==> src/rtl/core/assert_macros.svh <==
`ifndef ASSERT_MACROS_SVH
`define ASSERT_MACROS_SVH

// Check that an expression holds at every clock edge outside reset.
`define ASSERT_ALWAYS(lbl, clk, rst, expr) \
  lbl: assert property (@(posedge clk) disable iff (rst) (expr)) \
    else $error("assertion failed");

// Check that a condition implies another in the same cycle.
`define ASSERT_SAME(lbl, clk, rst, ante, cons) \
  lbl: assert property (@(posedge clk) disable iff (rst) (ante) |-> (cons)) \
    else $error("assertion failed");

// Check that a condition implies another in the next cycle.
`define ASSERT_NEXT(lbl, clk, rst, ante, cons) \
  lbl: assert property (@(posedge clk) disable iff (rst) (ante) |=> (cons)) \
    else $error("assertion failed");

`endif

==> src/rtl/core/podc_pkg.sv <==
`timescale 1ns / 1ps

package podc_pkg;

  localparam int YEAR_BITS  = 14;
  localparam int DAY_W      = 5;
  localparam int MONTH_W    = 4;
  localparam int OVERLAP_W  = 22;
  localparam int CUM_W      = 9;
  // 365*y plus the leap terms stays below 512*(y+1)
  localparam int SERIAL_W   = YEAR_BITS + 9;
  localparam int ACC_W      = SERIAL_W + 1;
  localparam int CENTURY    = 100;
  localparam int REM_W      = 7;
  localparam int DAYS_PER_YEAR = 365;
  localparam logic [OVERLAP_W-1:0] OVERLAP_MAX = {OVERLAP_W{1'b1}};

  typedef struct packed {
    logic [DAY_W-1:0]     first_start_day;
    logic [MONTH_W-1:0]   first_start_month;
    logic [YEAR_BITS-1:0] first_start_year;
    logic [DAY_W-1:0]     first_end_day;
    logic [MONTH_W-1:0]   first_end_month;
    logic [YEAR_BITS-1:0] first_end_year;
    logic [DAY_W-1:0]     second_start_day;
    logic [MONTH_W-1:0]   second_start_month;
    logic [YEAR_BITS-1:0] second_start_year;
    logic [DAY_W-1:0]     second_end_day;
    logic [MONTH_W-1:0]   second_end_month;
    logic [YEAR_BITS-1:0] second_end_year;
  } podc_in_t;

  typedef struct packed {
    logic [OVERLAP_W-1:0] overlap_days;
    logic                 bad_date;
  } podc_out_t;

  // Control of the shared accumulator: clr starts from zero, sub negates the operand.
  typedef struct packed {
    logic en;
    logic clr;
    logic sub;
  } acc_ctl_t;

  function automatic logic [DAY_W-1:0] month_days(input logic [MONTH_W-1:0] m,
                                                  input logic leap);
    logic [DAY_W-1:0] d;
    case (m)
      4'd2:                                  d = leap ? DAY_W'(29) : DAY_W'(28);
      4'd4, 4'd6, 4'd9, 4'd11:               d = DAY_W'(30);
      4'd1, 4'd3, 4'd5, 4'd7, 4'd8, 4'd10, 4'd12: d = DAY_W'(31);
      default:                               d = '0;
    endcase
    return d;
  endfunction

  // Days in the year before the first of month m.
  function automatic logic [CUM_W-1:0] cum_days(input logic [MONTH_W-1:0] m,
                                                input logic leap);
    logic [CUM_W-1:0] c;
    case (m)
      4'd1:    c = CUM_W'(0);
      4'd2:    c = CUM_W'(31);
      4'd3:    c = CUM_W'(59);
      4'd4:    c = CUM_W'(90);
      4'd5:    c = CUM_W'(120);
      4'd6:    c = CUM_W'(151);
      4'd7:    c = CUM_W'(181);
      4'd8:    c = CUM_W'(212);
      4'd9:    c = CUM_W'(243);
      4'd10:   c = CUM_W'(273);
      4'd11:   c = CUM_W'(304);
      4'd12:   c = CUM_W'(334);
      default: c = '0;
    endcase
    if (leap && (m inside {[4'd3:4'd12]})) begin
      c = c + CUM_W'(1);
    end
    return c;
  endfunction

endpackage

==> src/rtl/core/period_overlap_day_counter_core.sv <==
`timescale 1ns / 1ps
// Each of the four dates takes a divider launch, a divider wait, 6 accumulator terms
// and a store; then select, subtract and finish close the job.
// A new beat is taken only from idle; busy stays high for the whole job.
// Results show for one cycle on done; the receiver cannot stall.
// Reset (rst, synchronous, active high) returns to idle and drops done.
`include "assert_macros.svh"

module period_overlap_day_counter_core (
  input  logic                clk,
  input  logic                rst,
  input  logic                start,
  output logic                busy,
  input  podc_pkg::podc_in_t  dates,
  output logic                done,
  output podc_pkg::podc_out_t result
);
  import podc_pkg::*;

  typedef enum logic [13:0] {
    S_IDLE     = 14'b00000000000001,
    S_DIV_GO   = 14'b00000000000010,
    S_DIV_WAIT = 14'b00000000000100,
    S_T365     = 14'b00000000001000,
    S_T4       = 14'b00000000010000,
    S_T100     = 14'b00000000100000,
    S_T400     = 14'b00000001000000,
    S_TMON     = 14'b00000010000000,
    S_TDAY     = 14'b00000100000000,
    S_STORE    = 14'b00001000000000,
    S_SEL      = 14'b00010000000000,
    S_DIFF_LD  = 14'b00100000000000,
    S_DIFF_SUB = 14'b01000000000000,
    S_FINISH   = 14'b10000000000000
  } state_t;

  state_t state, state_next;

  // Held job beat and per-date working values.
  podc_in_t              item;
  logic [1:0]            k;
  logic                  bad;
  logic [SERIAL_W-1:0]   serial [4];
  logic [SERIAL_W-1:0]   lo;
  logic [SERIAL_W-1:0]   hi;

  logic [DAY_W-1:0]      day_cur;
  logic [MONTH_W-1:0]    mon_cur;
  logic [YEAR_BITS-1:0]  yr_cur;

  logic                  div_go;
  logic                  div_done;
  logic [YEAR_BITS-1:0]  quo;
  logic [REM_W-1:0]      rem;

  acc_ctl_t              ctl;
  logic [ACC_W-1:0]      opnd;
  logic [ACC_W-1:0]      acc;

  logic                  leap;
  logic                  date_ok;
  logic [YEAR_BITS-1:0]  c100;
  logic [YEAR_BITS-1:0]  c400;
  logic [SERIAL_W-1:0]   diff;
  logic [OVERLAP_W-1:0]  count;

  assign busy = (state != S_IDLE);

  // Pick the date under work: first start, first end, second start, second end.
  always_comb begin
    case (k)
      2'd0: begin
        day_cur = item.first_start_day;
        mon_cur = item.first_start_month;
        yr_cur  = item.first_start_year;
      end
      2'd1: begin
        day_cur = item.first_end_day;
        mon_cur = item.first_end_month;
        yr_cur  = item.first_end_year;
      end
      2'd2: begin
        day_cur = item.second_start_day;
        mon_cur = item.second_start_month;
        yr_cur  = item.second_start_year;
      end
      default: begin
        day_cur = item.second_end_day;
        mon_cur = item.second_end_month;
        yr_cur  = item.second_end_year;
      end
    endcase
  end

  // Leap rule from the divider: y%4==0 and y%100!=0, or y%400==0 (quotient%4==0).
  assign leap    = ((yr_cur[1:0] == 2'b00) && (rem != '0)) ||
                   ((rem == '0) && (quo[1:0] == 2'b00));
  assign date_ok = (day_cur != '0) && (day_cur <= month_days(mon_cur, leap));

  // Ceilings of y/100 and y/400 (the latter as ceil of the former over four).
  assign c100 = quo + YEAR_BITS'(rem != '0);
  assign c400 = (c100 >> 2) + YEAR_BITS'(c100[1:0] != 2'b00);

  podc_div100 #(
    .W (YEAR_BITS)
  ) u_div (
    .clk  (clk),
    .rst  (rst),
    .go   (div_go),
    .num  (yr_cur),
    .done (div_done),
    .quo  (quo),
    .rem  (rem)
  );

  podc_acc #(
    .W (ACC_W)
  ) u_acc (
    .clk  (clk),
    .ctl  (ctl),
    .opnd (opnd),
    .acc  (acc)
  );

  // Sequence the divider and the shared accumulator: one serial-number term per cycle.
  always_comb begin
    state_next = state;
    div_go     = 1'b0;
    ctl        = '0;
    opnd       = '0;
    case (state)
      S_IDLE: begin
        if (start) begin
          state_next = S_DIV_GO;
        end
      end
      S_DIV_GO: begin
        div_go     = 1'b1;
        state_next = S_DIV_WAIT;
      end
      S_DIV_WAIT: begin
        if (div_done) begin
          state_next = S_T365;
        end
      end
      S_T365: begin
        ctl        = '{en: 1'b1, clr: 1'b1, sub: 1'b0};
        opnd       = ACC_W'(yr_cur) * ACC_W'(DAYS_PER_YEAR);
        state_next = S_T4;
      end
      S_T4: begin
        ctl        = '{en: 1'b1, clr: 1'b0, sub: 1'b0};
        opnd       = ACC_W'(yr_cur >> 2) + ACC_W'(yr_cur[1:0] != 2'b00);
        state_next = S_T100;
      end
      S_T100: begin
        ctl        = '{en: 1'b1, clr: 1'b0, sub: 1'b1};
        opnd       = ACC_W'(c100);
        state_next = S_T400;
      end
      S_T400: begin
        ctl        = '{en: 1'b1, clr: 1'b0, sub: 1'b0};
        opnd       = ACC_W'(c400);
        state_next = S_TMON;
      end
      S_TMON: begin
        ctl        = '{en: 1'b1, clr: 1'b0, sub: 1'b0};
        opnd       = ACC_W'(cum_days(mon_cur, leap));
        state_next = S_TDAY;
      end
      S_TDAY: begin
        ctl        = '{en: 1'b1, clr: 1'b0, sub: 1'b0};
        opnd       = ACC_W'(day_cur - DAY_W'(1));
        state_next = S_STORE;
      end
      S_STORE: begin
        state_next = (k == 2'd3) ? S_SEL : S_DIV_GO;
      end
      S_SEL: begin
        state_next = S_DIFF_LD;
      end
      S_DIFF_LD: begin
        ctl        = '{en: 1'b1, clr: 1'b1, sub: 1'b0};
        opnd       = ACC_W'(hi);
        state_next = S_DIFF_SUB;
      end
      S_DIFF_SUB: begin
        ctl        = '{en: 1'b1, clr: 1'b0, sub: 1'b1};
        opnd       = ACC_W'(lo);
        state_next = S_FINISH;
      end
      S_FINISH: begin
        state_next = S_IDLE;
      end
      default: begin
        state_next = S_IDLE;
      end
    endcase
  end

  // Inclusive count from hi - lo; zero when the span is empty or a date is bad, clamp at the top.
  assign diff  = acc[SERIAL_W-1:0];
  always_comb begin
    if (bad || acc[ACC_W-1]) begin
      count = '0;
    end else if (diff >= SERIAL_W'(OVERLAP_MAX)) begin
      count = OVERLAP_MAX;
    end else begin
      count = OVERLAP_W'(diff + SERIAL_W'(1));
    end
  end

  always_ff @(posedge clk) begin
    if (rst) begin
      state <= S_IDLE;
      done  <= 1'b0;
    end else begin
      state <= state_next;
      done  <= (state == S_FINISH);
    end
  end

  // Datapath registers: hold the beat, advance the date index, keep serials, pick lo/hi, load the result.
  always_ff @(posedge clk) begin
    if (state == S_IDLE && start) begin
      item <= dates;
      k    <= 2'd0;
      bad  <= 1'b0;
    end
    if (state == S_STORE) begin
      serial[k] <= acc[SERIAL_W-1:0];
      bad       <= bad | ~date_ok;
      k         <= k + 2'd1;
    end
    if (state == S_SEL) begin
      lo <= (serial[0] > serial[2]) ? serial[0] : serial[2];
      hi <= (serial[1] < serial[3]) ? serial[1] : serial[3];
    end
    if (state == S_FINISH) begin
      result.overlap_days <= count;
      result.bad_date     <= bad;
    end
  end

  `ASSERT_SAME(a_done_idle, clk, rst, done, !busy)
  `ASSERT_NEXT(a_start_busy, clk, rst, start && !busy, busy)
  `ASSERT_NEXT(a_done_pulse, clk, rst, done, !done)
  `ASSERT_SAME(a_bad_zero, clk, rst, done && result.bad_date, result.overlap_days == '0)

endmodule

==> src/rtl/core/podc_div100.sv <==
`timescale 1ns / 1ps

module podc_div100 #(
  parameter int W = podc_pkg::YEAR_BITS
) (
  input  logic                       clk,
  input  logic                       rst,
  input  logic                       go,
  input  logic [W-1:0]               num,
  output logic                       done,
  output logic [W-1:0]               quo,
  output logic [podc_pkg::REM_W-1:0] rem
);
  import podc_pkg::*;

  // Reciprocal of the century, scaled by 2**RECIP_SHIFT and rounded up.
  // The quotient is exact for every year below 91180.
  localparam int RECIP_SHIFT = 23;
  localparam int REC_W       = RECIP_SHIFT - 6;
  localparam int PROD_W      = W + REC_W;
  localparam int RECIP       = (2 ** RECIP_SHIFT + CENTURY - 1) / CENTURY;

  logic [W-1:0]      num_q;
  logic              mul_step;
  logic              rem_step;
  logic [PROD_W-1:0] prod;
  logic [W-1:0]      quo_x100;

  // Quotient by reciprocal multiply, remainder by multiply-back and subtract.
  assign prod     = PROD_W'(num_q) * PROD_W'(RECIP);
  assign quo_x100 = quo * W'(CENTURY);

  always_ff @(posedge clk) begin
    if (rst) begin
      mul_step <= 1'b0;
      rem_step <= 1'b0;
      done     <= 1'b0;
    end else begin
      mul_step <= go;
      rem_step <= mul_step;
      done     <= rem_step;
    end
  end

  always_ff @(posedge clk) begin
    if (go) begin
      num_q <= num;
    end
    if (mul_step) begin
      quo <= W'(prod >> RECIP_SHIFT);
    end
    if (rem_step) begin
      rem <= REM_W'(num_q - quo_x100);
    end
  end

endmodule

==> src/rtl/core/podc_acc.sv <==
`timescale 1ns / 1ps

module podc_acc #(
  parameter int W = podc_pkg::ACC_W
) (
  input  logic               clk,
  input  podc_pkg::acc_ctl_t ctl,
  input  logic [W-1:0]       opnd,
  output logic [W-1:0]       acc
);
  import podc_pkg::*;

  logic [W-1:0] base;
  logic [W-1:0] acc_next;

  // Single adder; subtract by inverting the operand and carrying in one.
  assign base     = ctl.clr ? '0 : acc;
  assign acc_next = base + (opnd ^ {W{ctl.sub}}) + W'(ctl.sub);

  always_ff @(posedge clk) begin
    if (ctl.en) begin
      acc <= acc_next;
    end
  end

endmodule
==> config.mk <==
export PLATFORM = sky130hd
export DESIGN_NAME = period_overlap_day_counter_core
export DESIGN_NICKNAME = d
export VERILOG_FILES = /design/src/rtl/core/podc_pkg.sv /design/src/rtl/core/period_overlap_day_counter_core.sv /design/src/rtl/core/podc_div100.sv /design/src/rtl/core/podc_acc.sv
export VERILOG_INCLUDE_DIRS = /design/src /design/src/rtl/core
export SDC_FILE = /design/constraint.sdc
export NUM_CORES = 1
export LEC_CHECK = 0
export BUFFER_PORTS_ARGS = -buffer_cell sky130_fd_sc_hd__buf_2
export CAP_MARGIN = 5
export CORE_MARGIN = 4
export CORE_UTILIZATION = 40
export CTS_CLUSTER_DIAMETER = 100
export DETAILED_ROUTE_END_ITERATION = 12
export GPL_TIMING_DRIVEN = 0
export MAX_ROUTING_LAYER = met4
export PLACE_DENSITY = 0.67
export SLEW_MARGIN = 10
export SYNTH_ARGS = -nofsm -noshare
export SYNTH_HDL_FRONTEND = slang
export SYNTH_SLANG_ARGS = --single-unit
==> constraint.sdc <==
create_clock -name clk -period 9.3 [get_ports clk]
set_input_delay 0.93 -clock clk [delete_from_list [all_inputs] [get_ports clk]]
set_output_delay 0.93 -clock clk [all_outputs]
set_load 0.01 [all_outputs]
-- Yosys cells after proc, flatten, opt, wreduce, memory -nomap -nowiden
Memories as Yosys holds them, arrays and structs flattened.
Cells that the tools add are included.
- add/subtract/negate cells: 10
- $lt $le $gt $ge: 6
- bitwise logic cells: 3
- reductions and logical operators: 23
- muxes and demuxes: 24
- $mul: 3
- eq/ne operators: 32
- operators by type and width (operator ; count):
    24-bit one-hot mux with 8 select lines ; 1
    14-bit one-hot mux with 13 select lines ; 1
    23-bit two-way mux ; 2
    14-bit one-hot mux with 3 select lines ; 1
    14-bit by 17-bit multiplier with 31-bit output, second input constant ; 1
    5-bit one-hot mux with 3 select lines ; 2
    14-bit two-way mux ; 2
    24-bit by 1-bit adder with 24-bit output ; 1
    24-bit adder ; 1
    24-bit two-way mux ; 1
    24-bit bitwise XOR ; 1
    23-bit by 22-bit >= comparator with 1-bit output, second input constant ; 1
    23-bit > comparator ; 1
    23-bit < comparator ; 1
    14-bit by 9-bit multiplier with 23-bit output, second input constant ; 1
    22-bit by 1-bit adder with 22-bit output, second input constant ; 1
    22-bit two-way mux ; 1
    4-bit equality test, second input constant ; 5
    9-bit two-way mux ; 2
    4-bit by 3-bit equality test with 1-bit output, second input constant ; 4
    14-bit by 1-bit equality test with 1-bit output, second input constant ; 1
    14-bit by 10-bit equality test with 1-bit output, second input constant ; 1
    14-bit by 11-bit equality test with 1-bit output, second input constant ; 1
    14-bit by 12-bit equality test with 1-bit output, second input constant ; 1
    46 further kinds ; 66
- bits of input ports: 95
- memories: 2
- word-level logic and storage cells: 130
- flip-flop bits (word level): 235
- RAM bits: 92
- ROM bits: 144
- memory list (name ; depth ; bits a word ; read ports ; clocked after memory_dff ; write ports ; RTL line ; RTL):
    (no name shown) ; 16 ; 9 ; 1 ; 0 ; 0 ; podc_pkg.sv:61 ; case (m)
    serial ; 4 ; 23 ; 4 ; 0 ; 1 ; period_overlap_day_counter_core.sv:43 ; logic [SERIAL_W-1:0] serial [4];

-- Logic depth before layout (Yosys ltp)
Gate-level depths: netlist of the first run.
- depth in word-level cells: 12
- mapped depth: 38
- depth with buffers taken out: 34

-- Cells and area by module
A second synthesis of the first run with hierarchy kept.
- cells, all modules: 2089
- area, all modules: 23722.8 sq um
- by module, submodules not included (module ; area each (sq um) ; cells an instance ; times used):
    period_overlap_day_counter_core ; 15775.1 ; 1324 ; 1
    podc_div100 ; 5592.9 ; 516 ; 1
    podc_acc ; 2354.8 ; 249 ; 1

-- Worst setup path after synthesis of the first run
Ideal clock, no wire load.
- path kind: register to register
- start point: reg k[0]
- end point: reg u_acc.acc[23] (data pin)
- data arrival time: 7.430 ns
- buffers on the path: 4
- cell stages (with the launch flop): 37
- path slack: 1.611 ns
- period minus slack after synthesis: 7.689 ns
- data required time: 9.041 ns
- path through: edfxtp_1 ha_1 inv_1 clkbuf_1 buf_1 buf_1 clkbuf_1 nor2_1 a21oi_1 ha_1 xor2_1 ha_1 inv_1 fa_1 fa_1 inv_1 ha_1 a21oi_1 o21ai_0 a21oi_1 o21ai_0 a21oi_1 o21bai_1 a21oi_1 o21bai_1 xor2_1 a221oi_1 a21oi_1 ha_1 a21oi_1 nor2_1 a211oi_1 o21a_1 o31ai_4 a221oi_2 o21bai_1 xnor2_1
- cells in the longest elaborated chain, start to end: 11
- elaborated cells on any way between the ends: 25
- those cells by class: add/sub (5); mul (1); order compare (2); eq/ne (2); mux (6); bitwise (1); reduce/logical (7); memory (1)
- ends and longest elaborated chain (what ; RTL line ; RTL):
    from (decl) ; period_overlap_day_counter_core.sv:41 ; logic [1:0] k;
    from (signal assigned) ; period_overlap_day_counter_core.sv:233 ; k <= k + 2'd1;
    2-bit equality test, or another cell as far along ; period_overlap_day_counter_core.sv:71 ; case (k)
    14-bit one-hot mux with 3 select lines (*) ; period_overlap_day_counter_core.sv:71 ;
    named net u_div.num[1] ; podc_div100.sv:9 ; input logic [W-1:0] num,
    parallel branches: the longest is 5 deep, another holds 14-bit by 9-bit multiplier with 23-bit output ; -- ;
    24-bit one-hot mux with 8 select lines (*) ; period_overlap_day_counter_core.sv:131 ; case (state)
    24-bit bitwise XOR (*) ; podc_acc.sv:18 ; assign acc_next = base + (opnd ^ {W{ctl.sub}}) + W'(ctl.sub);
    24-bit adder (*) ; podc_acc.sv:18 ;
    24-bit by 1-bit adder with 24-bit output (*) ; podc_acc.sv:18 ;
    named net u_acc.acc_next[23] ; podc_acc.sv:14 ; logic [W-1:0] acc_next;
    to (signal assigned) ; podc_acc.sv:22 ; acc <= acc_next;
    to (decl) ; podc_acc.sv:9 ; output logic [W-1:0] acc
Mark *: on every way through the listed nets, which the timed path passes. The select of a mux whose other input is x is not followed.
A chain may end at the register's enable or synchronous reset.

-- Final worst setup path of the first run
Same ends and word-level chain as after synthesis.

==> flow_summary.json, run 1 <==
{
  "io_pins": 120,
  "synth_area_um2": 22800,
  "period_share_pct": 93.6,
  "synth_edf_count": 309,
  "rows": 87,
  "clock_path_buffers": 3,
  "grt_first_pass_wirelength_mm": 88.8,
  "grtUsageTotal_pct": 19.3,
  "hp-class": "flop to flop",
  "dp_hpwl_mm": 44.4,
  "grt_overflow": 0,
  "nFillCells": 5250,
  "arrival_ns": 8.98,
  "fp.dieW_um": 247,
  "gp_congestion": 0.921,
  "grt_max_degree": 39,
  "timing.critical_path.from": "k[0]",
  "synth_fp_nets": 2447,
  "crit_type": "flop to flop",
  "hold_ws_ns": 0.552,
  "end_kind": "flop",
  "path_common_cell": "a21oi_1",
  "portBuffers": 119,
  "final_common_cell": "edfxtp_1",
  "ys_ff_latch": 327,
  "leakagePower_nw": 11.0,
  "htree_levels": 2,
  "wl_per_cell_um": 19.4,
  "hold_violations": 0,
  "outcome": "finished clean",
  "die-area_um2": 60800,
  "dr_total_vias": 15600,
  "critical_path_required_ns": 9.58,
  "mostFrequentLayoutCells": "edfxtp_1 (309), inv_1 (276), ha_1 (271)",
  "grt_pass1_vias": 16400,
  "seq_area_frac_synth_pct": 42.4,
  "cts_root_buffer": "clkbuf_16",
  "antenna_found_initial": 3,
  "reg2reg_from": "k[0]",
  "max_clock_freq_ghz": 0.115,
  "drt_iter0_drc": 1108,
  "post-place-ws_ns": -0.567,
  "drv_cap": 0,
  "worst_pin_slew_ns": 1.23,
  "areaGrowthSynthToFinish_pct": 12.8,
  "synthFlopType": "edfxtp_1",
  "hp-start": "u_div.done",
  "drv_slew": 0,
  "core_um2": 56400,
  "fin_ws_ns": 0.597,
  "p_per_area_nw_per_um2": 296,
  "routed_wl_mm": 56.6,
  "synth.avg_cell_area_um2": 11.6,
  "ant_nets": 0,
  "yosysWarnings": 0,
  "path_clk_slew_ns": 0.06,
  "cts_tree": "built",
  "irDropWorstVdd_uv": 310,
  "route.detailed.drc": 0,
  "die_y_um": 247,
  "yosysUniqueCellTypes": 80,
  "vias_per_cell": 5.38,
  "clk_latency_ns": 0.55,
  "nNetsFinal": 2610,
  "start_util_pct": 40.4,
  "cp-start-kind": "flop",
  "maxSlewHeadroom_pct": 17.9,
  "finalClockSkew_ns": 0.0228,
  "synthCells": 1960,
  "cp_max_fo": 14,
  "setup_viol": 0,
  "drive_gt1_share_pct": 12.7,
  "min_period_ns": 8.70,
  "critPathMaxStageDelay_ns": 0.55,
  "slowest_stage": "fa_1",
  "ys_async_sr_fraction_pct": 0,
  "detail_route.first_pass.iterations": 6,
  "cts_made_buffers": 36,
  "clkSinkCount": 327
}
-- worst max-delay path, delay by kind of cell, from the launching register on --
kind	cells	cell delay (ns)
and+or+nand+nor	2	0.17
buffers and inverters	6	1.30
adders and majority gates	7	2.59
DFF	1	0.45
AOI/OAI and AO/OA	17	3.44
xor gates and xnor gates	3	0.46
-- power breakdown --
| group | internal [mW] | switching [mW] | leakage, nW |
|---|---|---|---|
| Sequential | 1.70 | 0.0365 | 2.97 |
| Combinational | 1.89 | 2.55 | 7.45 |
| Clock | 0.824 | 0.587 | 0.574 |
-- cell usage after synthesis (13+ instances only) --
library cell	n	area [um2]
o21ai_0	46	230
a21oi_1	126	631
dfxtp_1	18	360
inv_1	278	1040
nor2b_1	39	244
nor3_1	20	100
a21o_1	39	293
xor2_1	45	394
and3_1	24	150
nand4_1	13	81.3
ha_1	271	3390
nand3_1	34	170
nand2b_1	23	144
a222oi_1	27	270
mux2_2	45	507
and2_1	14	87.6
nor2_1	84	315
edfxtp_1	309	9280
nand2_1	75	282
clkbuf_1	42	158
xnor2_1	58	508
fa_1	121	2420
-- per-stage QoR --
| step | cells | cell area (um2) | setup TNS [ns] | utilization, % | total power [mW] |
|---|---|---|---|---|---|
| 6_report | 2910 | 25700 | 0 | 45.5 | 7.59 |
| 5_1_grt | 2910 | 25700 | -0.0296 | 45.5 | 8.38 |
| 4_1_cts | 2908 | 25600 | 0 | 45.4 | 7.61 |
| 3_5_place_dp | 2842 | 24400 | -2.14 | 43.3 | 6.14 |
| 3_3_place_gp | 2835 | 24300 | -1.29 | 43.1 | 6.06 |
| 2_1_floorplan | 1960 | 22800 | 0 | - | 5.14 |
-- per-layer routing --
metal / routed length, um / global-route usage [%] / part of all wire (%) / up-vias
met5: 0 / - / 0 / -
met1: 23800 / 23.9 / 42 / 7713
met3: 3110 / 3.07 / 5.5 / 109
met4: 1660 / 6.31 / 2.9 / 0
met2: 27900 / 32.3 / 49 / 442
li1: - / - / - / 7378
-- what timing repair did --
action / in CTS / in global routing
gates resized for setup: 6 / 27
setup endpoints to repair: 7 / 7
buffers inserted: 0 / 0
pin swaps: 0 / 1
hold buffers: 0 / 0
-- path summary, 6_finish.rpt --
path                                 endpoint  cells past startpoint  slack [ns]
worst max-delay path            u_acc.acc[23]                     35        0.60
worst min-delay path                 state[3]                      1        0.55
worst max register to register  u_acc.acc[23]                     35        0.60
worst min register to register       state[3]                      1        0.55
-- flip-flops by register name, summed over array words and instances (netlist names), 8 cells and up --
signal       flops
u_div.quo        8
lo              23
hi              23
result          23
u_div.num_q     14
state           14
serial          92
u_acc.acc       24
item            92
-- kinds of logic (layout without fill, tap and decap cells) --
logic type	count (synthesis)	count (layout)	synth area share [%]
and+or+nand+nor	380	380	8.77
AOI/OAI and AO/OA	371	371	11.0
buffers and inverters	327	518	5.40
muxes	60	60	2.95
adders and majority gates	392	392	25.5
xor gates and xnor gates	103	103	3.96
DFF	327	327	42.4
other	0	3	0
-- layout make-up --
type	count	area (um2)	area share, %
multi-input combinational	1306	12000	46.6
sequential	327	9640	37.5
inverter	279	1050	4.09
clock buffer	43	958	3.73
tap	756	946	3.68
timing repair buffer	126	701	2.73
clock inverter	23	201	0.785
buffer	47	195	0.760
antenna	3	7.51	0.0292
No activity file was read; power rests on OpenSTA's default activity.
==> run 2: changes to the inputs <==
--- a/config.mk
+++ b/config.mk
@@ -14,7 +14,6 @@
 export DETAILED_ROUTE_END_ITERATION = 12
 export GPL_TIMING_DRIVEN = 0
 export MAX_ROUTING_LAYER = met4
-export PLACE_DENSITY = 0.67
 export SLEW_MARGIN = 10
 export SYNTH_ARGS = -nofsm -noshare
 export SYNTH_HDL_FRONTEND = slang
==> constraint.sdc (replaced) <==
create_clock -name clk -period 8.35 [get_ports clk]
set_input_delay 0.835 -clock clk [delete_from_list [all_inputs] [get_ports clk]]
set_output_delay 0.835 -clock clk [all_outputs]
set_load 0.01 [all_outputs]
==> flow_summary.json, run 2 (synthesis gave the netlist of run 1 again) <==
{
  "hp-class": "input pin to flop",
  "htree_levels": 2,
  "detail_route.first_pass.iterations": 6,
  "ant_nets": 0,
  "mostFrequentLayoutCells": "edfxtp_1 (309), inv_1 (277), ha_1 (266)",
  "rows": 87,
  "core_um2": 56400,
  "ff2ff_path_depth": 34,
  "slowest_stage": "fa_1",
  "cts_made_buffers": 37,
  "cts_tree": "built",
  "p_total_mw": 8.68,
  "clk_latency_ns": 0.55,
  "drive_gt1_share_pct": 14.2,
  "irDropWorstVdd_uv": 383,
  "hold_depth": 1,
  "wl_per_cell_um": 19.8,
  "hold_violations": 0,
  "drt_iter0_drc": 946,
  "drv_cap": 0,
  "grt_max_degree": 39,
  "portBuffers": 119,
  "nNetsFinal": 2620,
  "cp-start-kind": "flop",
  "min_period_ns": 8.00,
  "fp.dieW_um": 247,
  "critPathMaxStageDelay_ns": 0.57,
  "dr_total_vias": 15500,
  "vias_per_cell": 5.32,
  "clkSinkCount": 327,
  "gp_congestion": 0.892,
  "top_regs": "item: 92 flops, serial: 92 flops, u_acc.acc: 24 flops",
  "grt_overflow": 0,
  "end_kind": "flop",
  "finalClockSkew_ns": 0.0277,
  "die_y_um": 247,
  "grt_pass1_vias": 16200,
  "period_share_pct": 95.8,
  "grtUsageTotal_pct": 19.7,
  "route.detailed.drc": 0,
  "clock_path_buffers": 3,
  "routed_wl_mm": 57.8,
  "dp_hpwl_mm": 45.1,
  "outcome": "finished clean",
  "path_clk_slew_ns": 0.06,
  "cp_max_fo": 10,
  "crit_type": "flop to flop",
  "areaGrowthSynthToFinish_pct": 14.0,
  "critical_path_required_ns": 8.63,
  "grt_first_pass_wirelength_mm": 90.4,
  "maxSlewHeadroom_pct": 20.1,
  "worst_pin_slew_ns": 1.20,
  "cts_root_buffer": "clkbuf_16",
  "leakagePower_nw": 11.1,
  "start_util_pct": 40.4,
  "drv_slew": 0,
  "p_per_area_nw_per_um2": 335,
  "setup_tns_ns": 0,
  "max_clock_freq_ghz": 0.125,
  "antenna_found_initial": 3,
  "final_common_cell": "edfxtp_1",
  "die-area_um2": 60800,
  "arrival_ns": 8.28,
  "setup_viol": 0,
  "io_pins": 120
}
-- run 2: cell types whose count changed in the layout (fill, tap and decap cells not counted), sizes merged --
cell | before | now
buf | 130 | 148
clkbuf | 86 | 78
clkinvlp | 3 | 0
bufinv | 3 | 5
clkinv | 17 | 15
diode | 3 | 1
inv | 279 | 281
-- run 2: worst paths after layout --
check	start	endpoint	slack [ns]
setup / recovery	k[0]	u_acc.acc[23]	0.35
hold reg to reg	u_div.done	state[3]	0.57
hold / removal	dates[56]	item[56]	0.46
setup reg to reg	k[0]	u_acc.acc[23]	0.35
-- run 2: through the flow --
stage          util [%]  worst slack, ns  instances  area, um2  hold WS, ns
4_1_cts            45.7          0.00983       2913      25800        0.429
3_3_place_gp       43.1            -1.39       2835      24300        0.534
3_5_place_dp       43.3            -1.50       2841      24400        0.548
6_report           46.0            0.347       2917      25900        0.457
2_1_floorplan         -            0.661       1960      22800        0.443
5_1_grt            46.0          -0.0122       2917      25900        0.437
-- run 2: power by group --
group          total (mW)  internal (mW)  switching (mW)
combinational        5.11           2.19            2.93
sequential           1.94           1.90          0.0412
clock                1.63          0.973           0.657
-- run 2: layout make-up --
class                   count  area (um2)
flip-flops and latches    327        9640
multi-input cells        1306       12100
plain buffers              44         210
fillers                  5256       30400
clock buffers              44         952
repair buffers            138         803
diodes                      1        2.50
clock inverters            22         245
inverters                 279        1050
well taps                 756         946
-- run 2: per-layer routing --
layer	part of all wire, %	GRT usage (%)	vias to the layer above	routed length (um)
met4	2.9	5.91	0	1680
met1	44	25.7	7666	25600
met5	0	-	-	0
met2	48	32.5	375	27900
li1	-	-	7373	-
met3	4.6	2.44	92	2670
-- run 2: timing repair --
action | CTS | global route
pin swaps | 6 | 7
hold buffers | 0 | 0
endpoints found under the setup margin | 15 | 7
resized for setup | 33 | 36
setup buffers | 7 | 6
-- run 2: worst max-delay path, delay by kind of cell (launching register included) --
kind | cells | cell delay, ns
buffers and inverters | 6 | 0.95
adder cells (fa/ha/maj) | 7 | 2.72
flip-flops | 1 | 0.45
AO/OA/AOI/OAI | 18 | 3.27
XOR/XNOR | 2 | 0.30
AND/OR/NAND/NOR | 1 | 0.06
